==> config.mk <==
export PLATFORM = sky130hd
export DESIGN_NAME = mf3_median
export DESIGN_NICKNAME = d
export VERILOG_FILES = /design/src/hw/rtl/mf3_pkg.sv /design/src/hw/rtl/mf3_median.sv
export SDC_FILE = /design/constraint.sdc
export NUM_CORES = 1
export LEC_CHECK = 0
export ABC_AREA = 1
export BUFFER_PORTS_ARGS = -buffer_cell sky130_fd_sc_hd__buf_2
export CAP_MARGIN = 20
export CORE_MARGIN = 8
export CORE_UTILIZATION = 25
export DETAILED_ROUTE_END_ITERATION = 10
export PLACE_DENSITY = 0.52
export SLEW_MARGIN = 10
export SYNTH_ARGS = -nofsm -noshare
export SYNTH_HDL_FRONTEND = slang
export SYNTH_SLANG_ARGS = --single-unit
==> constraint.sdc <==
create_clock -name vclk -period 20.8
set_clock_uncertainty 0.2 [all_clocks]
set_input_delay 5.2 -clock vclk [all_inputs]
set_output_delay 5.2 -clock vclk [all_outputs]
set_load 0.03 [all_outputs]
==> src/hw/rtl/mf3_pkg.sv <==
// Package for the 3x3 median filter: pixel and coordinate widths, register
// indexes and reset values, and the types shared between the filter modules.
// Depends on nothing.
package mf3_pkg;

   // Field widths of the pixel and result items.
   localparam int PIXEL_W   = 8;
   localparam int COORD_W   = 10;
   localparam int NEIGHBORS = 8;

   // Configuration port.
   localparam int CSR_W     = 11;
   localparam int CSR_IDX_W = 2;

   localparam logic [CSR_IDX_W-1:0] CSR_FRAME_WIDTH  = 2'd0;
   localparam logic [CSR_IDX_W-1:0] CSR_FRAME_HEIGHT = 2'd1;

   localparam logic [CSR_W-1:0] DIM_RESET = 11'd1024;
   localparam int               DIM_MIN   = 3;

   typedef logic [PIXEL_W-1:0] pixel_type;
   typedef pixel_type [NEIGHBORS-1:0] neigh_type;

   // Position of one item and what it means for the output.
   typedef struct packed {
      logic               interior;
      logic               last;
      logic [COORD_W-1:0] center_row;
      logic [COORD_W-1:0] center_col;
   } pos_info_type;

endpackage

==> src/hw/rtl/mf3_median.sv <==
// Median of the eight neighbours of a window: a Batcher odd-even merge sort
// network, then the truncated mean of the two middle values.
// Depends on mf3_pkg.
module mf3_median (
   input  mf3_pkg::neigh_type  vals,
   output mf3_pkg::pixel_type  mean
);
   import mf3_pkg::*;

   localparam int NUM_CMP = 19;
   localparam int LO_IDX [NUM_CMP] = '{0, 2, 4, 6, 0, 1, 4, 5, 1, 5,
                                       0, 1, 2, 3, 2, 3, 1, 3, 5};
   localparam int HI_IDX [NUM_CMP] = '{1, 3, 5, 7, 2, 3, 6, 7, 2, 6,
                                       4, 5, 6, 7, 4, 5, 2, 4, 6};

   pixel_type        v [NEIGHBORS];
   logic [PIXEL_W:0] sum;

   // Compare-exchange network, six layers deep; v ends up ascending.
   always_comb begin
      pixel_type t;
      t = '0;
      for (int i = 0; i < NEIGHBORS; i++) begin
         v[i] = vals[i];
      end
      for (int k = 0; k < NUM_CMP; k++) begin
         if (v[LO_IDX[k]] > v[HI_IDX[k]]) begin
            t              = v[LO_IDX[k]];
            v[LO_IDX[k]]   = v[HI_IDX[k]];
            v[HI_IDX[k]]   = t;
         end
      end
   end

   // Mean of the fourth and fifth smallest, truncated.
   assign sum  = {1'b0, v[3]} + {1'b0, v[4]};
   assign mean = sum[PIXEL_W:1];

endmodule

# Yosys cells after proc, flatten, opt, wreduce, memory -nomap -nowiden
# Cells that the tools add are included.
classes:
  add_sub_neg: 1
  mux: 21
  n_lt_le_gt_ge: 17
op_table:
  columns: ["cell", "n"]
  rows:
  - ["8-bit greater-than comparator", 17]
  - ["16-bit 2-to-1 mux", 7]
  - ["8-bit 2-to-1 mux", 14]
  - ["8-bit by 8-bit adder with 9-bit output", 1]
word_totals:
  register_bits: 0
  out_inout_bits: 8
  elab_cells: 39
  input_bits: 64

# Depth between registers and ports, before layout
# Gate-level depths: netlist (run 1).
depth:
  depth_word: 13
  depth_mapped: 68
  ltp_nobuf: 63

# Worst setup path before layout (run 1)
# No wires, ideal clock.
synth_timing:
  kind: "input-to-output"
  start: "in vals[47] (netlist name)"
  end: "out mean[2]"
  arrival_ps: 13127
  path_buffers: 8
  required_time_ps: 15400
  path_slack_ps: 2273
  cell_stages: 51
  cell_sequence: "inv_1 -> ha_1 -> a21o_1 -> nor2_1 -> nand2_2 -> nand2_1 -> buf_4 -> clkbuf_1 -> nor2_1 -> a21oi_1 -> ha_1 -> a21oi_1 -> nor2_1 -> a211oi_1 -> nand2_2 -> nand2_2 -> clkbuf_1 -> clkbuf_1 -> (+15 left out) -> a211oi_1 -> nand2_2 -> nand2_4 -> clkbuf_1 -> o21ai_0 -> ha_1 -> a21oi_1 -> nor2_1 -> a211oi_1 -> nand2_2 -> nand2_4 -> clkbuf_1 -> o21ai_0 -> ha_1 -> nand4_1 -> nand3_1 -> nand2_1 -> xor2_1"
synth_between:
  elab_chain_cells: 13
  elab_cells_between_ends: 25
  cone_classes: "1 x add/sub; 11 x order compare; 13 x mux"
synth_rtl:
  columns: ["item", "line", "rtl"]
  rows:
  - ["start: declaration", "mf3_median.sv:5", "input mf3_pkg::neigh_type vals,"]
  - ["8-bit greater-than comparator", "mf3_median.sv:27", "if (v[LO_IDX[k]] > v[HI_IDX[k]]) begin"]
  - ["16-bit 2-to-1 mux *", "mf3_median.sv:27", null]
  - ["8-bit greater-than comparator", "mf3_median.sv:27", null]
  - ["8-bit 2-to-1 mux", "mf3_median.sv:27", null]
  - ["8-bit greater-than comparator", "mf3_median.sv:27", null]
  - ["16-bit 2-to-1 mux", "mf3_median.sv:27", null]
  - ["8-bit greater-than comparator", "mf3_median.sv:27", null]
  - ["8-bit 2-to-1 mux", "mf3_median.sv:27", null]
  - ["8-bit greater-than comparator", "mf3_median.sv:27", null]
  - ["8-bit 2-to-1 mux", "mf3_median.sv:27", null]
  - ["8-bit greater-than comparator", "mf3_median.sv:27", null]
  - ["16-bit 2-to-1 mux *", "mf3_median.sv:27", null]
  - ["8-bit by 8-bit adder with 9-bit output *", "mf3_median.sv:36", "assign sum = {1'b0, v[3]} + {1'b0, v[4]};"]
  - ["end: declaration", "mf3_median.sv:6", "output mf3_pkg::pixel_type mean"]
# Mark *: on every way between the ends. The rest lies on a longest branch, timed or not.

# Worst setup path after layout (run 1)
layout_timing:
  start: "in vals[47] (netlist name)"
  end: "out mean[7]"
# The elaborated chain is that of the path after synthesis.

==> out/results.txt, run 1 <==
The run finished with clean final reports. The largest stage delay on the critical path was 0.61 ns. STA classifies the critical path startpoint as an input pin.

The relative area change from synthesis to final layout was 9.72%; the post-synthesis area per instance was 5.47 sq um. For this block, the routed nets add up to 17600 um of wire. In the final design database the tool counted 1281 nets.

Yosys printed 0 warnings. The tools report the maximum number of pins on one net before global-route repair as 33. nand2_1 is the most common cell in the netlist.

After detailed routing, the number of vias per cell comes to 4.71. The initial utilization of the core area, before any placement, comes to 25.5%. The share of the Yosys chip area taken by registers is 0%. The logs give 0 for the residual DRC count and 0.0282 sq mm for the die area. Ranked by total cell area, the synthesized netlist is headed by ha_1 (26%), nand2_1 (22%), o21ai_0 (14%), inv_1 (6.5%), a21oi_1 (5.9%). For the first-iteration detailed-routing DRC count, the log shows 509.

The multiplexer share of the synthesized area is 0%, and the post-layout instance count excluding filler cells is 1377. Sum of overflow across all layers after global routing: 0. The layout has 0 clock buffers. The adder and majority cell fraction of the synthesized area is 26.8%, and the final-layout worst hold slack is 11.53 ns. In the finished design the tool counted flip-flops and latches totalling 0. The placeable core area was 0.0226 sq mm; the maximum clock frequency was 51.1 MHz. For the pin with the worst max-slew slack, the measured transition is 0.852 ns. For the area taken by flip-flops and latches, the log shows 0 sq um.

After synthesis, the largest family of logic cells by area is simple AND/OR/NAND/NOR gates. Setup repair after global routing left no endpoint under its margin. The congestion estimate from routability-driven global placement came to 0.880. The post-detailed-route count of antenna-violating nets was 0. STA classifies the critical path endpoint as an output pin.

The cell seen most often among critical-path stages is nand2_1. The total placed cells including tap cells came out at 1377. The synthesized netlist devotes 23.6% of its cell area to compound gates. For the number of antenna violations at the first check in global routing, the log shows 0. The run gives 11.9% as the total global-route track usage. In the final routed layout, each cell accounts on average for 12.8 um. The run gives 5703 as the via count of the first global-routing pass. The first global-routing pass estimated 28300 um of wire. The synthesized design devotes to its leading area cell type 26.5% of total area. The final-report max-slew violation count came out at 0. The critical-path cell with the highest stage delay is o21ai_0. For the number of core rows, the log shows 55. For the worst setup path, the data required time is 15.40 ns. The tools report the first-pass iteration count of the detailed router as 5. Across the run, the number of max-cap violations was 0.

Detailed routing inserted a total of 6482 vias. 0 antenna diodes ended up in the layout. By count the netlist is led by nand2_1 (336), o21ai_0 (160), ha_1 (122).

The worst hold path class was in -> out. The number of primary I/O pins is 72. The netlist area before placement is 0.00576 sq mm. The routed design could run at a clock period as short as 19.57 ns. The worst endpoint data arrival time was 14.17 ns. In this run the post-CTS setup repair buffer count came out at 0. The number of hold violations in the final report was 0. Summed over all failing endpoints, the final setup total negative slack is 0 ns. Of all nets on the critical path, the largest fanout is 30. The critical path class is in -> out. The final-layout fill cell count was 2617.

From bottom edge to top edge, the die measures 168 um. The final number of setup-violating endpoints is 0, and the hold-fix buffer count after cts is 0. Cells with a size suffix above 1 make up 11.9% of the layout. The final critical path takes up 94.1% of the cycle.

Summing the areas of all and, or, nand and nor instances in the mapped netlist gives 38.9% of the synthesized area. Summed over all instances, the cell type with the most area after synthesis is ha_1. The number of distinct library cells after synthesis is 32, and the xor and xnor area share after synthesis is 0.456%. The die width came out at 168 um. In the synthesized netlist, the number of instances is 1054.

The relative slew slack was 42.8%. During placement, the flow inserted port buffers numbering 72. The synthesized net count was 1241; the detailed placement HPWL was 15900 um.
==> what timing repair did <==
| item | CTS | global route |
|---|---|---|
| setup endpoints to repair | 0 | 8 |
| resized for setup | 0 | 3 |
| hold endpoints to repair | 0 | 0 |
==> cell usage in the layout (no fill, tap or decap), types with 3 or more instances in the layout <==
cell / n
a211oi_1: 10
a21o_1: 5
a21oi_1: 68
and3_1: 3
buf_2: 72
ha_1: 122
inv_1: 100
inv_2: 12
nand2_1: 334
nand2_2: 31
nand2_4: 4
nand3_1: 49
nand3_2: 4
nand3b_1: 5
nand4_1: 9
nor2_1: 73
nor2_2: 3
o21ai_0: 160
o21ai_1: 6
o21bai_1: 6
==> cell type report <==
cell class / instances / area [sq um] / share of cell area, %
inverters: 114 / 428 / 6.77
repair buffers: 72 / 360 / 5.70
well taps: 285 / 357 / 5.64
multi-input cells: 906 / 5180 / 81.9
==> kinds of logic (layout without fill, tap and decap cells) <==
group	Yosys count	count (layout)
xor+xnor	3	3
fa+ha+maj	123	123
simple gates	521	521
buf+inv	148	186
compound gates	259	259
==> critical path: cells and delay by family <==
family / cells / cell delay [ns]
and+or+nand+nor: 25 / 3.22
AOI/OAI and AO/OA: 10 / 3.07
adders and majority gates: 6 / 2.13
buffers and inverters: 5 / 0.51
==> stage by stage <==
step | setup slack [ns] | utilization [%] | cell area, sq um
3_3_place_gp | 0.904 | 27.9 | 6320
5_1_grt | 0.0837 | 27.9 | 6320
6_report | 1.23 | 27.9 | 6320
2_1_floorplan | 2.27 | - | 5760
3_5_place_dp | 0.737 | 27.9 | 6320
4_1_cts | 0.732 | 27.9 | 6320
==> metal layers <==
metal	global-route usage, %	vias up	share of wire [%]
li1	-	3594	-
met1	17.7	2777	53
met2	19.7	111	43
met3	0.304	0	3.4
met4	0.0776	0	0
met5	0	-	0
==> path summary, 6_finish.rpt <==
check             startpoint      end  slack (ns)  depth (start not counted)
hold / removal       vals[7]  mean[7]       11.53                         11
setup / recovery    vals[47]  mean[7]        1.23                         46
Power of run 1 is not shown: default switching activity piles up to over one toggle a cycle in this logic, so the estimate is an artifact.
==> run 2, diff against run 1 <==
- CAP_MARGIN: 20 -> unset
- CORE_ASPECT_RATIO: unset -> 1.5
- clock period: 20.8 -> 21.3 ns (I/O delays scaled with it)
==> out/results.txt, run 2 (synthesized netlist as in run 1, its figures left out) <==
Number of core rows: 68 (was 55). The tools report the final-layout worst hold slack as 11.81 ns (was 11.53 ns). The critical path class is in -> out (unchanged). The worst hold path class is in -> out (unchanged). Sum of overflow across all layers after global routing: 0 (unchanged).

The final layout net count is 1281 (unchanged), and the initial core utilization is 25.3% (was 25.5%). The run gives 0 (unchanged) as the count of inserted antenna diode cells. The overall die height came out at 202 um (was 168 um). The transition time at the pin with the least slew margin was 1.04 ns (was 0.852 ns).

The cell area after layout came out at 0.00632 sq mm (about the same). Routability-driven placement congestion ratio: 0.887 (was 0.880). Cell seen most often among critical-path stages: nand2_1 (unchanged). The setup slack of the critical path after layout is 1.40 ns (was 1.23 ns), and the die area is 0.0283 sq mm (was 0.0282 sq mm). The count of clock buffers in the final design is 0 (unchanged). The share of cells above drive strength 1 is 11.9% (unchanged), and the final-report max-slew violation count is 0 (unchanged). The via count came out at 6522 (was 6482). The flip-flop and latch count was 0 (unchanged).

The global-route wire length before repair is 30500 um (was 28300 um), and the number of max-cap violations is 0 (unchanged). The required time of the critical path came out at 15.78 ns (was 15.40 ns). The final critical path takes up 93.4% of the cycle. For the relative slew slack, the log shows 30.0% (was 42.8%). For the residual DRC count, the log shows 0 (unchanged). The element type at the critical path start was an input pin (unchanged).

Highest fanout seen on the critical path: 32 (was 30). The relative area change from synthesis to final layout is 9.64% (was 9.72%). The largest stage delay on the critical path is 0.58 ns (was 0.61 ns). The run finished with clean final reports.

The placeable core area was 0.0228 sq mm (was 0.0226 sq mm); the count of input and output buffers was 72 (unchanged). The number of antenna violations at the first check in global routing is 0 (unchanged). The maximum number of pins on one net before global-route repair was 33 (unchanged). The first element of the critical path is vals[31] (was vals[47]). Setup repair after global routing left no endpoint under its margin. The run gives 0 (unchanged) as the number of hold violations in the final report.

The kind of end point of the critical path was an output pin (unchanged). The post-detailed-route count of antenna-violating nets is 0 (unchanged). The tools report the worst setup path endpoint as mean[3] (was mean[7]). Routed wire length per instance: 13.3 um (was 12.8 um). The per-cell via count in the routed design is 4.75 (was 4.71).

The buffer count from post-CTS setup fixing is 0 (unchanged). Final wirelength: 18200 um (was 17600 um). The run gives 0 (unchanged) as the final number of setup-violating endpoints. The worst setup slack after placement is 0.666 ns (was 0.737 ns). The tools report the total global-route track usage as 13.0% (was 11.9%). Subtracting the final worst setup slack from the clock period gives 19.90 ns. For the area taken by flip-flops and latches, the log shows 0 sq um (unchanged). Most common library cell in the layout ignoring fill and taps: nand2_1 (unchanged). The worst endpoint data arrival time came out at 14.37 ns (was 14.17 ns).

The via count of the first global-routing pass came out at 6414 (was 5703). Most frequent cells in the layout: nand2_1 (335), o21ai_0 (160), ha_1 (122) (was nand2_1 (334), o21ai_0 (160), ha_1 (122)). The die width is 140 um (was 168 um), and the detailed placement HPWL is 16500 um (was 15900 um).

For the first-iteration detailed-routing DRC count, the log shows 363 (was 509). The critical-path cell with the highest stage delay is nand2_1 (was o21ai_0). The placed cell area was 0.00631 sq mm (was 0.00632 sq mm); the final-layout fill cell count was 2648 (was 2617).

The first-pass iteration count of the detailed router came out at 5 (unchanged). The maximum clock frequency came out at 50.3 MHz. The tools report the number of primary I/O pins as 72 (unchanged).

The tools report the post-route setup TNS as 0 ns (unchanged).
## run 2: layout make-up
type               count  area (sq um)  area share (%)
inverters            114           428            6.77
multi-input cells    906          5180            82.0
well taps            280           350            5.54
repair buffers        72           360            5.70
## run 2: worst max-delay path: cells and delay by family
kind | cells | cell delay (ns)
XOR/XNOR | 1 | 0.12
AND/OR/NAND/NOR | 23 | 3.24
AO/OA/AOI/OAI | 11 | 2.73
buffers and inverters | 6 | 0.73
adder cells (fa/ha/maj) | 6 | 2.18
## run 2: how the worst min path moves through the flow
stage / from / end / cells past startpoint
3_3_place_gp: vals[7] / mean[7] / 11
2_1_floorplan: vals[23] / mean[7] / 7
4_1_cts: vals[7] / mean[7] / 11
3_5_place_dp: vals[7] / mean[7] / 11
6_report: vals[7] / mean[7] / 11
5_1_grt: vals[20] / mean[3] / 8
## run 2: what timing repair did
action	CTS	global route
endpoints found under the setup margin	0	8
gates resized for setup	0	3
hold buffers	0	0
hold endpoints to repair	0	0
## run 2: metal layers
| layer | vias up | share of wire, % | GRT usage [%] |
|---|---|---|---|
| met5 | - | 0 | 0 |
| met4 | 0 | 4.8 | 5.53 |
| li1 | 3600 | - | - |
| met1 | 2801 | 39 | 13.6 |
| met3 | 26 | 1.9 | 0.425 |
| met2 | 95 | 54 | 26.1 |
## run 2: metrics by stage
step | std cells | util [%]
after floorplan | 1054 | -
after global placement | 1372 | 27.7
after detailed placement | 1372 | 27.7
after CTS | 1372 | 27.7
after global routing | 1372 | 27.7
final | 1372 | 27.7
Power of run 2 is left out for the same reason.
==> run 3, diff against run 2 <==
- MAX_ROUTING_LAYER: unset -> met4
==> out/results.txt, run 3 (synthesized netlist as in run 1, its figures left out) <==
For the first-pass iteration count of the detailed router, the log shows 5 (unchanged). The met3 track demand over resource is 0.354% (was 0.425%), and the maximum number of pins on one net before global-route repair is 33 (unchanged). The tools report the number of antenna violations at the first check in global routing as 0 (unchanged). Setup repair after global routing left no endpoint under its margin.

The sum of overflow across all layers after global routing is 0 (unchanged). The element type at the critical path start is an input pin (unchanged). The die width was 140 um (unchanged); the number of primary I/O pins was 72 (unchanged). For the detailed placement HPWL, the log shows 16500 um (unchanged). The routability-driven placement congestion ratio came out at 0.902 (was 0.887).

The tools report the global-route met2 utilization as 26.1% (unchanged). The most common library cell in the layout ignoring fill and taps is nand2_1 (unchanged). The tools report the final wirelength as 18200 um (about the same). The global routing usage on met1 was 13.7% (was 13.6%). The kind of end point of the critical path was an output pin (unchanged). The highest fanout seen on the critical path was 32 (unchanged). The busiest metal layer after global routing was met2 (unchanged). Most frequent cells in the layout: nand2_1 (335), o21ai_0 (160), ha_1 (122) (unchanged). The largest stage delay on the critical path was 0.57 ns (was 0.58 ns). Critical path class: in -> out (unchanged).

The hold-fix buffer count after cts was 0 (unchanged); the number of hold violations in the final report was 0 (unchanged). The required time of the critical path is 15.78 ns (about the same), and the area taken by flip-flops and latches is 0 sq um (unchanged). The shortest period the worst path allows is 19.91 ns (was 19.90 ns), and the post-layout instance count excluding filler cells is 1372 (unchanged). The via count is 6498 (was 6522), and the final clock period utilization by the worst path is 93.5% (was 93.4%).

The placeable core area is 0.0228 sq mm (unchanged). The global-route wire length before repair was 30400 um (was 30500 um). Worst endpoint data arrival time: 14.38 ns (was 14.37 ns). The cell depth of the worst min-delay path came out at 11 (unchanged). Final number of setup-violating endpoints: 0 (unchanged).

The routed wire length per instance works out to 13.2 um (was 13.3 um). The run gives 1372 (unchanged) as the total placed cells including tap cells. The die area is 0.0283 sq mm (unchanged). Number of max-cap violations: 0 (unchanged). Cell area after layout: 0.00632 sq mm (unchanged).

The logs give 0 (unchanged) for the flip-flop and latch count and 2648 (unchanged) for the final-layout fill cell count. For the post-detailed-route count of antenna-violating nets, the log shows 0 (unchanged). Total global-route track usage: 13.4% (was 13.0%). The number of core rows came out at 68 (unchanged). The flow ran to the end, and the final reports show no timing, DRC or antenna violations. The count of input and output buffers came out at 72 (unchanged).

The residual DRC count came out at 0 (unchanged). The placed cell area came out at 0.00631 sq mm (unchanged). The final layout net count is 1281 (unchanged). The share of cells above drive strength 1 came out at 11.9% (unchanged). The count of inserted antenna diode cells came out at 0 (unchanged). Area of the multi-input gates: 0.00518 sq mm (unchanged).

The tools report the maximum clock frequency as 50.2 MHz (was 50.3 MHz). The run gives 25.3% (unchanged) as the initial core utilization. The tools report the final-layout worst hold slack as 11.82 ns (was 11.81 ns). Critical-path cell with the highest stage delay: nand2_1 (unchanged). Relative slew slack: 30.1% (was 30.0%). The first-iteration detailed-routing DRC count came out at 343 (was 363). The tools report the post-route setup TNS as 0 ns (unchanged). The relative area change from synthesis to final layout works out to 9.64% (unchanged). The transition time at the pin with the least slew margin is 1.04 ns (about the same), and the per-cell via count in the routed design is 4.74 (was 4.75). The final-report max-slew violation count was 0 (unchanged). The via count of the first global-routing pass is 6417 (was 6414). The worst hold path class is in -> out (unchanged). The overall die height was 202 um (unchanged).

The cell seen most often among critical-path stages is nand2_1 (unchanged). For the count of clock buffers in the final design, the log shows 0 (unchanged).
==> run 3: cell counts in the layout (fill, tap and decap cells not counted) <==
No cell type changed its count.
==> run 3: final timing paths <==
check / from / endpoint
setup / recovery: vals[31] / mean[3]
hold / removal: vals[7] / mean[7]
==> run 3: area by class of cell <==
type / instances / area share (%)
timing repair buffer: 72 / 5.70
inverter: 114 / 6.77
multi-input combinational: 906 / 82.0
tap: 280 / 5.54
==> run 3: through the flow <==
stage                     utilization (%)  setup slack [ns]
after detailed placement             27.7             0.666
after CTS                            27.7             0.628
after global routing                 27.7             0.113
after global placement               27.7             0.820
after floorplan                         -              2.52
final                                27.7              1.39
==> run 3: metal layers <==
layer / vias up / wire length, um
met5: - / 0
met4: 0 / 853
met3: 24 / 287
met2: 86 / 9820
met1: 2788 / 7220
li1: 3600 / -
==> run 3: critical path, delay by kind of cell <==
| kind | cells | cell delay, ns |
|---|---|---|
| AND/OR/NAND/NOR | 23 | 3.21 |
| AO/OA/AOI/OAI | 11 | 2.77 |
| adder cells (fa/ha/maj) | 6 | 2.18 |
| buffers and inverters | 6 | 0.73 |
| XOR/XNOR | 1 | 0.12 |
==> run 3: what timing repair did <==
action / in CTS / in global routing
buffers inserted: 0 / 0
endpoints found under the setup margin: 0 / 8
resized for setup: 0 / 3
Power of run 3 is left out for the same reason.
