## config.mk

```make
export PLATFORM = sky130hd
export DESIGN_NAME = mf3_position
export DESIGN_NICKNAME = d
export VERILOG_FILES = /design/src/hw/rtl/mf3_pkg.sv /design/src/hw/rtl/mf3_position.sv
export SDC_FILE = /design/constraint.sdc
export NUM_CORES = 1
export LEC_CHECK = 0
export CORE_MARGIN = 2
export CORE_UTILIZATION = 30
export DETAILED_ROUTE_END_ITERATION = 10
export DONT_BUFFER_PORTS = 1
export PLACE_DENSITY_LB_ADDON = 0.05
export SYNTH_ARGS = -nofsm -noshare
export SYNTH_HDL_FRONTEND = slang
export SYNTH_SLANG_ARGS = --single-unit
```

## constraint.sdc

```tcl
create_clock -name clock -period 13.42 [get_ports clock]
set_input_delay 0.671 -clock clock [delete_from_list [all_inputs] [get_ports clock]]
set_output_delay 0.671 -clock clock [all_outputs]
set_load 0.01 [all_outputs]
```

## src/hw/rtl/mf3_pkg.sv

```systemverilog
// Package for the 3x3 median filter: pixel and coordinate widths, register
// indexes and reset values, and the types shared between the filter modules.
// Depends on nothing.
package mf3_pkg;

   // Field widths of the pixel and result items.
   localparam int PIXEL_W   = 8;
   localparam int COORD_W   = 10;
   localparam int NEIGHBORS = 8;

   // Configuration port.
   localparam int CSR_W     = 11;
   localparam int CSR_IDX_W = 2;

   localparam logic [CSR_IDX_W-1:0] CSR_FRAME_WIDTH  = 2'd0;
   localparam logic [CSR_IDX_W-1:0] CSR_FRAME_HEIGHT = 2'd1;

   localparam logic [CSR_W-1:0] DIM_RESET = 11'd1024;
   localparam int               DIM_MIN   = 3;

   typedef logic [PIXEL_W-1:0] pixel_type;
   typedef pixel_type [NEIGHBORS-1:0] neigh_type;

   // Position of one item and what it means for the output.
   typedef struct packed {
      logic               interior;
      logic               last;
      logic [COORD_W-1:0] center_row;
      logic [COORD_W-1:0] center_col;
   } pos_info_type;

endpackage

```

## src/hw/rtl/mf3_position.sv

```systemverilog
// Frame geometry registers and raster position counters of the median filter.
// Gives the line store column and the window position of each accepted item.
// Depends on mf3_pkg.
module mf3_position #(
   parameter int MAX_WIDTH  = 1024,
   parameter int MAX_HEIGHT = 1024
) (
   input  logic                           clock,
   input  logic                           reset,
   input  logic                           csr_wr_en,
   input  logic [mf3_pkg::CSR_IDX_W-1:0]  csr_index,
   input  logic [mf3_pkg::CSR_W-1:0]      csr_wr_data,
   input  logic                           accept,
   input  logic                           frame_start,
   output logic [$clog2(MAX_WIDTH)-1:0]   col,
   output mf3_pkg::pos_info_type          info
);
   import mf3_pkg::*;

   localparam int CW  = $clog2(MAX_WIDTH);
   localparam int RW  = $clog2(MAX_HEIGHT);
   localparam int MW  = (CW > RW) ? CW : RW;
   localparam int DW  = (MW + 1 > CSR_W) ? MW + 1 : CSR_W;

   logic [CSR_W-1:0] frame_width_ff;
   logic [CSR_W-1:0] frame_height_ff;
   logic [CW-1:0]    col_ff;
   logic [CW-1:0]    col_in;
   logic [RW-1:0]    row_ff;
   logic [RW-1:0]    row_in;

   logic [DW-1:0] w_eff;
   logic [DW-1:0] h_eff;
   logic [DW-1:0] col_a;
   logic [DW-1:0] row_a;
   logic [DW-1:0] col_b;
   logic [DW-1:0] row_b;
   logic [DW-1:0] row_c;
   logic [DW-1:0] col_inc;
   logic [DW-1:0] row_inc;
   logic [DW-1:0] cr;
   logic [DW-1:0] cc;

   // Configuration writes; unknown indexes are ignored.
   always_ff @(posedge clock) begin
      if (reset) begin
         frame_width_ff  <= DIM_RESET;
         frame_height_ff <= DIM_RESET;
      end else if (csr_wr_en) begin
         unique case (csr_index)
            CSR_FRAME_WIDTH:  frame_width_ff  <= csr_wr_data;
            CSR_FRAME_HEIGHT: frame_height_ff <= csr_wr_data;
            default: ;
         endcase
      end
   end

   // Clamp the frame size to the range the line store supports.
   always_comb begin
      priority if (DW'(frame_width_ff) < DW'(DIM_MIN)) begin
         w_eff = DW'(DIM_MIN);
      end else if (DW'(frame_width_ff) > DW'(MAX_WIDTH)) begin
         w_eff = DW'(MAX_WIDTH);
      end else begin
         w_eff = DW'(frame_width_ff);
      end
      priority if (DW'(frame_height_ff) < DW'(DIM_MIN)) begin
         h_eff = DW'(DIM_MIN);
      end else if (DW'(frame_height_ff) > DW'(MAX_HEIGHT)) begin
         h_eff = DW'(MAX_HEIGHT);
      end else begin
         h_eff = DW'(frame_height_ff);
      end
   end

   // Position of the arriving item: frame start, then wrap of a column or
   // row that lies past a frame that has shrunk.
   always_comb begin
      col_a = frame_start ? '0 : DW'(col_ff);
      row_a = frame_start ? '0 : DW'(row_ff);
      if (col_a >= w_eff) begin
         col_b = '0;
         row_b = row_a + DW'(1);
      end else begin
         col_b = col_a;
         row_b = row_a;
      end
      row_c = (row_b >= h_eff) ? '0 : row_b;
   end

   // Window centre and the last interior pixel of the frame.
   always_comb begin
      cr                 = row_c - DW'(1);
      cc                 = col_b - DW'(1);
      info.interior      = (row_c >= DW'(2)) && (col_b >= DW'(2));
      info.last          = (cr == h_eff - DW'(2)) && (cc == w_eff - DW'(2));
      info.center_row    = cr[COORD_W-1:0];
      info.center_col    = cc[COORD_W-1:0];
      col                = col_b[CW-1:0];
   end

   // Advance one pixel in raster order, wrapping at row and frame end.
   always_comb begin
      col_inc = col_b + DW'(1);
      row_inc = row_c + DW'(1);
      if (col_inc >= w_eff) begin
         col_in = '0;
         row_in = (row_inc >= h_eff) ? '0 : row_inc[RW-1:0];
      end else begin
         col_in = col_inc[CW-1:0];
         row_in = row_c[RW-1:0];
      end
   end

   always_ff @(posedge clock) begin
      if (reset) begin
         col_ff <= '0;
         row_ff <= '0;
      end else if (accept) begin
         col_ff <= col_in;
         row_ff <= row_in;
      end
   end

`ifndef NO_ASSERTIONS
   // A frame start puts the next pixel at column one of row zero.
   a_frame_start_pos: assert property (@(posedge clock) disable iff (reset)
      accept && frame_start |=> col_ff == CW'(1) && row_ff == RW'(0))
      else $error("position after frame start is wrong");

   // An interior result never reports a centre on the first row or column.
   a_interior_center: assert property (@(posedge clock) disable iff (reset)
      info.interior |-> cr != '0 && cc != '0)
      else $error("interior item with border centre");
`endif

endmodule

```

Yosys cells after proc, flatten, opt, wreduce, memory -nomap -nowiden
Cells that the tools add are included.
Widths: inputs -> output; s select.
Storage, ports and cells
  bits of input ports: 18
  word-level logic and storage cells: 41
  output and inout bits: 32
  register bits: 42
Cells by class
  add/subtract/negate cells: 7
  equality and inequality tests: 3
  mux-type cells: 12
  order comparisons: 10
  reduce and logical (&&, ||, !) cells: 5
Operators with widths (number)
  $mux 11: 6
  $mux 10: 6
  $ge 11x11->1: 3
  $add 11x1->11 const B: 2
  $eq 11x11->1: 2
  $ge 11x2->1 const B: 2
  $gt 11x11->1 const B: 2
  $lt 11x2->1 const B: 2
  $sub 11x1->11 const B: 2
  $sub 11x2->11 const B: 2
  $add 10x1->11 const B: 1
  $ge 10x11->1: 1
  $reduce_and 2->1: 2
  $eq 2x1->1 const B: 1
  $logic_and 1x1->1: 2
  $logic_not 2->1: 1

Longest topological paths before layout
Gate-level depths: netlist of run 1.
  depth in word-level cells: 11
  gate-level depth with buffers: 32
  mapped depth without buffers: 29

Worst setup path after synthesis of run 1
No wires, ideal clock.
  path kind: input-to-output
  start point: in frame_start
  end point: out info[20] (netlist name)
  arrival time: 6334 ps
  path slack: 6415 ps
  buffers on the path: 6
  cell stages on the path: 25
  cells stage by stage: clkbuf_1 > clkbuf_1 > nor2b_1 > ha_1 > a21oi_1 > o21ai_1 > or2_1 > clkbuf_1 > o311ai_1 > and2_1 > buf_2 > ha_1 > a221o_1 > a31o_2 > a21o_1 > clkbuf_1 > clkbuf_1 > nor2_1 > inv_1 > ha_1 > o31ai_1 > or4_1 > or4b_1 > nor3b_1 > a2111oi_2
RTL lines
  start, declared: RTL line mf3_position.sv:14  | input logic frame_start,
  end, declared: RTL line mf3_position.sv:16  | output mf3_pkg::pos_info_type info

==> impl_metrics.xml, run 1 <==
<?xml version="1.0" encoding="UTF-8"?>
<metrics>
  <group name="routing">
    <metric name="vias" unit="">5044</metric>
    <metric name="drt_iter0_drc" unit="">318</metric>
    <metric name="routed_via_density" unit="">5.62</metric>
    <metric name="wl_per_cell" unit="um">20.9</metric>
    <metric name="total_routed_length" unit="mm">18.7</metric>
    <metric name="drt_first_pass_iters" unit="">5</metric>
    <metric name="final_routed_drc_violation_total" unit="">0</metric>
    <metric name="ant_nets" unit="">0</metric>
  </group>
  <group name="critical_path">
    <metric name="reg2reg_depth" unit="">28</metric>
    <metric name="setup.worst_path.end" unit="">info[20]</metric>
    <metric name="cpMaxStageDelayCell" unit="">sky130_fd_sc_hd__a2111oi_2</metric>
    <metric name="critical-path-top-cell-by-count" unit="">sky130_fd_sc_hd__ha_1</metric>
    <metric name="timing.critical_path.required" unit="ns">12.75</metric>
    <metric name="timing.rr.start" unit="">frame_width_ff[7]$_SDFFE_PP0P_</metric>
    <metric name="worstReg2RegEnd" unit="">row_ff[7]$_SDFFE_PP0P_</metric>
    <metric name="cp_data_arrival_time" unit="ns">7.46</metric>
    <metric name="crit_path_max_fanout" unit="">20</metric>
    <metric name="cp-end-kind" unit="">primary output</metric>
    <metric name="list_of_cells_traversed_by_the_critical_path" unit="">nor3_1, and4b_1, o21ai_0, ha_1, nand2_1, o21ai_1, and2_1, o2111a_1, xor2_2, inv_1, ha_1, and3_1, a221o_1, a31o_2, a21o_1, nor2_1, inv_1, ha_1, xnor2_1, a2111oi_0, nand4_1, nor4_1, nand4_1, a2111oi_2</metric>
    <metric name="cp_slowest_stage_delay" unit="ns">0.53</metric>
    <metric name="reg2reg_slack" unit="ns">5.77</metric>
    <metric name="worstSetupStartpoint" unit="">frame_width_ff[7]$_SDFFE_PP0P_</metric>
    <metric name="critical_setup_path_kind" unit="">reg -&gt; out</metric>
    <metric name="crit_path_start_kind" unit="">register</metric>
  </group>
  <group name="cts">
    <metric name="post_cts_resized" unit="">0</metric>
    <metric name="clock_tree.root_cell" unit="">sky130_fd_sc_hd__clkbuf_16</metric>
    <metric name="max-clock-path-buffers" unit="">2</metric>
    <metric name="post-cts-setup-buffer-count" unit="">0</metric>
    <metric name="insertion_delay" unit="ns">0.30</metric>
    <metric name="cts_hold_buffers" unit="">0</metric>
    <metric name="worst_setup_hold_path_clk_slew" unit="ns">0.06</metric>
    <metric name="cts_sinks" unit="">42</metric>
    <metric name="tritoncts" unit="">yes</metric>
    <metric name="cts-buffers-inserted" unit="">5</metric>
    <metric name="ctsHtreeMaxLevel" unit="">2</metric>
  </group>
  <group name="pwr">
    <metric name="cell_internal_power" unit="uW">262</metric>
    <metric name="power.leakage" unit="nW">2.26</metric>
    <metric name="vdd_drop_max" unit="mV">0.0422</metric>
    <metric name="switching_share" unit="%">34.2</metric>
    <metric name="power.density" unit="mW/mm^2">72.4</metric>
    <metric name="seq_power_share" unit="%">33.9</metric>
    <metric name="power_frac_comb" unit="%">29.4</metric>
    <metric name="p_clk_share" unit="%">36.8</metric>
    <metric name="power.switching" unit="uW">136</metric>
  </group>
  <group name="synthesis">
    <metric name="synth-main-ff-cell" unit="">sky130_fd_sc_hd__dfxtp_1</metric>
    <metric name="post_synth_num_cell_types" unit="">76</metric>
    <metric name="synth_enable_flop_cells" unit="">0</metric>
    <metric name="ys_async_sr_fraction" unit="%">0</metric>
    <metric name="syn_nets" unit="">763</metric>
    <metric name="ys_seq_area_share" unit="%">16.5</metric>
    <metric name="synth_warnings" unit="">0</metric>
    <metric name="netlist_instances" unit="">693</metric>
    <metric name="syn_area_per_cell" unit="sq um">7.37</metric>
    <metric name="ys_seq_elements" unit="">42</metric>
    <metric name="netlist_area" unit="sq mm">0.00511</metric>
  </group>
  <group name="sta">
    <metric name="worst_clock_skew" unit="ns">0.00939</metric>
    <metric name="tns_setup" unit="ns">0</metric>
    <metric name="fin_crit" unit="ns">8.13</metric>
    <metric name="rsz0062_at_grt" unit="">no</metric>
    <metric name="number_of_max_slew_violations_in_the_final_report" unit="">0</metric>
    <metric name="slew_headroom" unit="%">39.9</metric>
    <metric name="worst_pin_slew" unit="ns">0.896</metric>
    <metric name="final-setup-viol-count" unit="">0</metric>
    <metric name="layout_worst_path_cycle_share" unit="%">60.6</metric>
    <metric name="final_hold_viol_count" unit="">0</metric>
    <metric name="maxClockFrequency" unit="MHz">123</metric>
  </group>
  <group name="outcome">
    <metric name="outcome" unit="">complete, no violations</metric>
  </group>
  <group name="final_layout">
    <metric name="nFillCells" unit="">1824</metric>
    <metric name="most-common-layout-cells" unit="">sky130_fd_sc_hd__nor2_1, sky130_fd_sc_hd__nand2_1, sky130_fd_sc_hd__ha_1</metric>
    <metric name="area.growth.synth_to_final" unit="%">7.67</metric>
    <metric name="postLayoutCellArea" unit="sq mm">0.00550</metric>
    <metric name="nNetsFinal" unit="">747</metric>
    <metric name="multi_input_comb_area" unit="sq mm">0.00405</metric>
    <metric name="mostFrequentLayoutCell" unit="">sky130_fd_sc_hd__nor2_1</metric>
    <metric name="layout-drive-gt1-share" unit="%">6.19</metric>
    <metric name="sequential_cell_area" unit="sq um">841</metric>
    <metric name="antenna_cells_inserted" unit="">0</metric>
  </group>
  <group name="grt">
    <metric name="congestion_overflow_gr" unit="">0</metric>
    <metric name="vias_in_the_first_global_route" unit="">4843</metric>
    <metric name="wire_length_of_the_first_global_routing_pass" unit="mm">29.1</metric>
    <metric name="antenna_found_initial" unit="">0</metric>
    <metric name="grt_util_all_layers" unit="%">21.0</metric>
    <metric name="largest_net_degree_at_the_start_of_global_routing" unit="">43</metric>
  </group>
  <group name="place">
    <metric name="gpl.final_weighted_congestion" unit="">0.832</metric>
    <metric name="io_buffers" unit="">0</metric>
    <metric name="post-dp-hpwl" unit="mm">14.8</metric>
    <metric name="placed_area" unit="sq mm">0.00533</metric>
  </group>
  <group name="floorplanning">
    <metric name="fp.dieH" unit="um">134</metric>
    <metric name="top_level_ports" unit="">50</metric>
    <metric name="num_rows" unit="">47</metric>
    <metric name="floorplan.die.width" unit="um">134</metric>
    <metric name="effective_utilization_at_floorplan" unit="%">30.7</metric>
    <metric name="fp.dieArea" unit="sq mm">0.0181</metric>
    <metric name="floorplan_core_area" unit="sq mm">0.0166</metric>
  </group>
  <group name="flow_run">
    <metric name="max-cap-violations" unit="">0</metric>
  </group>
  <group name="min_path">
    <metric name="holdCritPathClass" unit="">in -&gt; reg</metric>
  </group>
</metrics>
-- logic make-up (layout without fill, tap and decap cells) --
family | Yosys count | count (layout) | share of synthesized area [%]
AO/OA/AOI/OAI | 158 | 158 | 21.3
flip-flops | 42 | 42 | 16.5
adder cells (fa/ha/maj) | 52 | 52 | 12.7
AND/OR/NAND/NOR | 308 | 308 | 30.6
buffers and inverters | 58 | 43 | 4.46
XOR/XNOR | 40 | 40 | 7.28
multiplexers | 35 | 35 | 7.18
-- sequential cells by signal (all words and copies together), names as in the netlist --
name             flops
frame_height_ff     11
frame_width_ff      11
row_ff              10
col_ff              10
-- power groups by stage --
stage | logic [mW] | clock network, mW | registers [mW]
after floorplan | 0.0926 | 0 | 0.135
after global placement | 0.117 | 0 | 0.138
after detailed placement | 0.117 | 0 | 0.138
after CTS | 0.118 | 0.151 | 0.135
after global routing | 0.129 | 0.157 | 0.136
final | 0.117 | 0.146 | 0.135
-- worst min-delay path by stage --
stage / start / endpoint / slack (ns) / cells past startpoint
final: reset / frame_height_ff[0]$_SDFFE_PP0P_ / 0.44 / 1
after detailed placement: col_ff[9]$_SDFFE_PP0P_ / col_ff[9]$_SDFFE_PP0P_ / 0.48 / 2
after CTS: reset / row_ff[3]$_SDFFE_PP0P_ / 0.43 / 1
after floorplan: col_ff[9]$_SDFFE_PP0P_ / col_ff[9]$_SDFFE_PP0P_ / 0.44 / 2
after global routing: reset / frame_height_ff[4]$_SDFFE_PP0P_ / 0.43 / 1
after global placement: col_ff[9]$_SDFFE_PP0P_ / col_ff[9]$_SDFFE_PP0P_ / 0.48 / 2
-- cell type report --
type,count,area share (%)
Timing Repair Buffer,8,1.09
Inverter,27,1.84
Multi-Input combinational cell,593,73.7
Sequential cell,42,15.3
Tap cell,220,5.01
Clock buffer,5,2.28
Clock inverter,3,0.819
-- through the flow --
stage / setup slack [ns] / hold WS (ns) / std cells / util [%] / total power [mW]
floorplan: 6.41 / 0.441 / 693 / - / 0.227
global placement: 5.69 / 0.479 / 890 / 32.0 / 0.255
detailed placement: 5.64 / 0.480 / 890 / 32.0 / 0.255
CTS: 5.35 / 0.428 / 898 / 33.0 / 0.404
global route: 4.61 / 0.430 / 898 / 33.0 / 0.421
finish: 5.29 / 0.442 / 898 / 33.0 / 0.398
-- cell usage after synthesis (22+ instances only) --
cell / number / share of area [%]
sky130_fd_sc_hd__nand2b_1: 26 / 3.2
sky130_fd_sc_hd__inv_1: 22 / 1.6
sky130_fd_sc_hd__clkbuf_1: 26 / 1.9
sky130_fd_sc_hd__dfxtp_1: 42 / 16
sky130_fd_sc_hd__nand2_1: 70 / 5.1
sky130_fd_sc_hd__ha_1: 52 / 13
sky130_fd_sc_hd__xnor2_1: 24 / 4.1
sky130_fd_sc_hd__mux2i_1: 30 / 5.9
sky130_fd_sc_hd__nor2_1: 76 / 5.6
sky130_fd_sc_hd__nand3_1: 25 / 2.4
sky130_fd_sc_hd__a21oi_1: 34 / 3.3
sky130_fd_sc_hd__o21ai_0: 24 / 2.4
sky130_fd_sc_hd__nor3_1: 22 / 2.2
-- layer usage --
layer | global-route usage [%] | vias up | wire [um]
li1 | - | 2512 | -
met1 | 26.6 | 2410 | 8440
met2 | 35.7 | 93 | 8990
met3 | 4.32 | 29 | 825
met4 | 6.84 | 0 | 496
met5 | 0 | - | 0
-- worst max-delay path, delay by kind of cell, from the launching register on --
| kind | cells | cell delay, ns |
|---|---|---|
| buf+inv | 2 | 0.42 |
| compound gates | 8 | 2.41 |
| flops | 1 | 0.34 |
| simple gates | 9 | 2.48 |
| fa+ha+maj | 3 | 1.10 |
| xor+xnor | 2 | 0.38 |
No activity file was read; power rests on OpenSTA's default activity.
==> run 2: changes to the inputs <==
clock period = 6.7 ns   (was 13.42 ns; I/O delays follow)
==> impl_metrics.xml, run 2 (synthesized netlist as in run 1, its figures left out) <==
<?xml version="1.0" encoding="UTF-8"?>
<metrics>
  <group name="sta">
    <metric name="whs" unit="ns">0.106</metric>
    <metric name="maxClockFrequency" unit="MHz">161</metric>
    <metric name="tns_setup" unit="ns">0</metric>
    <metric name="worst_clock_skew" unit="ns">0.00653</metric>
    <metric name="rsz0062_at_grt" unit="">no</metric>
    <metric name="slew_headroom" unit="%">26.3</metric>
    <metric name="layout_worst_path_cycle_share" unit="%">92.8</metric>
    <metric name="final_hold_viol_count" unit="">0</metric>
    <metric name="layout_setup_ws" unit="ns">0.481</metric>
    <metric name="fin_crit" unit="ns">6.22</metric>
    <metric name="number_of_max_slew_violations_in_the_final_report" unit="">0</metric>
    <metric name="worst_pin_slew" unit="ns">1.10</metric>
    <metric name="final-setup-viol-count" unit="">0</metric>
  </group>
  <group name="place">
    <metric name="pre_cts_ws" unit="ns">-0.118</metric>
    <metric name="post-dp-hpwl" unit="mm">15.4</metric>
    <metric name="post-place-cells" unit="">918</metric>
    <metric name="io_buffers" unit="">0</metric>
    <metric name="placed_area" unit="sq mm">0.00555</metric>
    <metric name="gpl.final_weighted_congestion" unit="">0.883</metric>
  </group>
  <group name="cts">
    <metric name="worst_setup_hold_path_clk_slew" unit="ns">0.07</metric>
    <metric name="max-clock-path-buffers" unit="">2</metric>
    <metric name="cts-buffers-inserted" unit="">5</metric>
    <metric name="cts_sinks" unit="">42</metric>
    <metric name="clock_tree.root_cell" unit="">sky130_fd_sc_hd__clkbuf_16</metric>
    <metric name="tritoncts" unit="">yes</metric>
    <metric name="ctsHtreeMaxLevel" unit="">2</metric>
    <metric name="cts_hold_buffers" unit="">0</metric>
    <metric name="insertion_delay" unit="ns">0.30</metric>
  </group>
  <group name="final_layout">
    <metric name="post-route-util" unit="%">34.9</metric>
    <metric name="mostFrequentLayoutCell" unit="">sky130_fd_sc_hd__nor2_1</metric>
    <metric name="postLayoutCellArea" unit="sq mm">0.00580</metric>
    <metric name="stdcell_count" unit="">927</metric>
    <metric name="area.growth.synth_to_final" unit="%">13.6</metric>
    <metric name="most-common-layout-cells" unit="">sky130_fd_sc_hd__nor2_1, sky130_fd_sc_hd__nand2_1, sky130_fd_sc_hd__ha_1</metric>
    <metric name="nNetsFinal" unit="">776</metric>
    <metric name="layout-drive-gt1-share" unit="%">12.7</metric>
    <metric name="layout_top_registers" unit="">frame_height_ff: 11 flops, frame_width_ff: 11 flops</metric>
    <metric name="antenna_cells_inserted" unit="">0</metric>
  </group>
  <group name="floorplanning">
    <metric name="floorplan.die.width" unit="um">134</metric>
    <metric name="effective_utilization_at_floorplan" unit="%">30.7</metric>
    <metric name="top_level_ports" unit="">50</metric>
    <metric name="fp.dieArea" unit="sq mm">0.0181</metric>
    <metric name="num_rows" unit="">47</metric>
    <metric name="fp.dieH" unit="um">134</metric>
    <metric name="floorplan_core_area" unit="sq mm">0.0166</metric>
  </group>
  <group name="critical_path">
    <metric name="cp-end-kind" unit="">register</metric>
    <metric name="setup.worst_path.end" unit="">row_ff[1]$_SDFFE_PP0P_</metric>
    <metric name="cp_data_arrival_time" unit="ns">6.40</metric>
    <metric name="critical_setup_path_kind" unit="">reg -&gt; reg</metric>
    <metric name="crit_path_max_fanout" unit="">19</metric>
    <metric name="worstReg2RegEnd" unit="">row_ff[1]$_SDFFE_PP0P_</metric>
    <metric name="timing.critical_path.required" unit="ns">6.88</metric>
    <metric name="list_of_cells_traversed_by_the_critical_path" unit="">clkinv_1, buf_4, nand2_1, ha_1, a21oi_1, o21ai_1, or2_1, buf_4, o21ai_1, nand3_1, inv_1, ha_1, nand2_1, nor3_1, and3_1, mux2_2, ha_1, a2111oi_0, o21ai_0, a41oi_2, buf_12, nor2_2, a22oi_1, a211oi_2</metric>
    <metric name="timing.rr.start" unit="">frame_width_ff[10]$_SDFFE_PP1P_</metric>
    <metric name="reg2reg_slack" unit="ns">0.48</metric>
    <metric name="cpMaxStageDelayCell" unit="">sky130_fd_sc_hd__a41oi_2</metric>
    <metric name="worstSetupStartpoint" unit="">frame_width_ff[10]$_SDFFE_PP1P_</metric>
    <metric name="critical-path-top-cell-by-count" unit="">sky130_fd_sc_hd__ha_1</metric>
    <metric name="crit_path_start_kind" unit="">register</metric>
    <metric name="reg2reg_depth" unit="">24</metric>
    <metric name="cp_slowest_stage_delay" unit="ns">0.58</metric>
  </group>
  <group name="routing">
    <metric name="routed_via_density" unit="">5.62</metric>
    <metric name="drt_first_pass_iters" unit="">5</metric>
    <metric name="drt_iter0_drc" unit="">261</metric>
    <metric name="final_routed_drc_violation_total" unit="">0</metric>
    <metric name="ant_nets" unit="">0</metric>
    <metric name="total_routed_length" unit="mm">19.4</metric>
    <metric name="wl_per_cell" unit="um">20.9</metric>
    <metric name="vias" unit="">5208</metric>
  </group>
  <group name="pwr">
    <metric name="pnr_total_power" unit="uW">788</metric>
    <metric name="vdd_drop_max" unit="mV">0.0829</metric>
    <metric name="power.density" unit="mW/mm^2">136</metric>
    <metric name="power.leakage" unit="nW">2.42</metric>
  </group>
  <group name="outcome">
    <metric name="outcome" unit="">complete, no violations</metric>
  </group>
  <group name="grt">
    <metric name="antenna_found_initial" unit="">0</metric>
    <metric name="grt_util_all_layers" unit="%">21.5</metric>
    <metric name="wire_length_of_the_first_global_routing_pass" unit="mm">30.0</metric>
    <metric name="vias_in_the_first_global_route" unit="">5005</metric>
    <metric name="congestion_overflow_gr" unit="">0</metric>
    <metric name="largest_net_degree_at_the_start_of_global_routing" unit="">43</metric>
  </group>
  <group name="flow_run">
    <metric name="max-cap-violations" unit="">0</metric>
  </group>
  <group name="min_path">
    <metric name="holdCritPathClass" unit="">in -&gt; reg</metric>
  </group>
</metrics>
-- run 2: changes by cell type in the layout (fill, tap and decap cells not counted), moves of 4 or more --
cell,previous run,this run
sky130_fd_sc_hd__nor2_2,0,4
sky130_fd_sc_hd__buf_4,8,35
sky130_fd_sc_hd__a2111oi_0,6,2
sky130_fd_sc_hd__nor2_1,76,72
-- run 2: per-layer routing --
layer | vias to the layer above | routed length (um) | GRT usage [%]
met4 | 0 | 385 | 5.56
met5 | - | 0 | 0
met1 | 2505 | 8900 | 28.1
li1 | 2565 | - | -
met3 | 19 | 807 | 3.83
met2 | 119 | 9290 | 36.6
-- run 2: worst min path at each step --
stage / endpoint / startpoint / cells past startpoint
3_3_place_gp: frame_height_ff[4]$_SDFFE_PP0P_ / reset / 1
5_1_grt: frame_width_ff[2]$_SDFFE_PP0P_ / reset / 1
3_5_place_dp: frame_height_ff[0]$_SDFFE_PP0P_ / reset / 1
2_1_floorplan: col_ff[9]$_SDFFE_PP0P_ / col_ff[9]$_SDFFE_PP0P_ / 2
4_1_cts: frame_width_ff[2]$_SDFFE_PP0P_ / reset / 1
6_report: frame_height_ff[2]$_SDFFE_PP0P_ / reset / 1
-- run 2: power breakdown --
group | total, mW | switching (mW) | leakage [nW] | internal, mW
Sequential | 0.270 | 0.0119 | 0.342 | 0.258
Clock | 0.257 | 0.117 | 0.0664 | 0.140
Combinational | 0.261 | 0.153 | 2.01 | 0.107
Total | 0.788 | 0.283 | 2.42 | 0.505
-- run 2: worst max-delay path: cells and delay by family, from the launching register on --
kind	cells	cell delay, ns
multiplexers	1	0.36
buffers and inverters	5	1.08
adder cells (fa/ha/maj)	3	0.80
AND/OR/NAND/NOR	7	1.47
AO/OA/AOI/OAI	8	2.03
flip-flops	1	0.33
-- run 2: cell type report --
class,instances,area [sq um]
multi-input combinational,593,4140
inverter,27,101
sequential,42,841
clock buffer,5,125
tap,220,275
timing repair buffer,37,294
fill,1791,10800
clock inverter,3,23.8
-- run 2: what timing repair did --
item | CTS | global route
hold endpoints to repair | 0 | 0
cloned | 0 | 0
buffers inserted | 0 | 1
endpoints found under the setup margin | 8 | 11
gates resized for setup | 7 | 20
pin swaps | 0 | 5
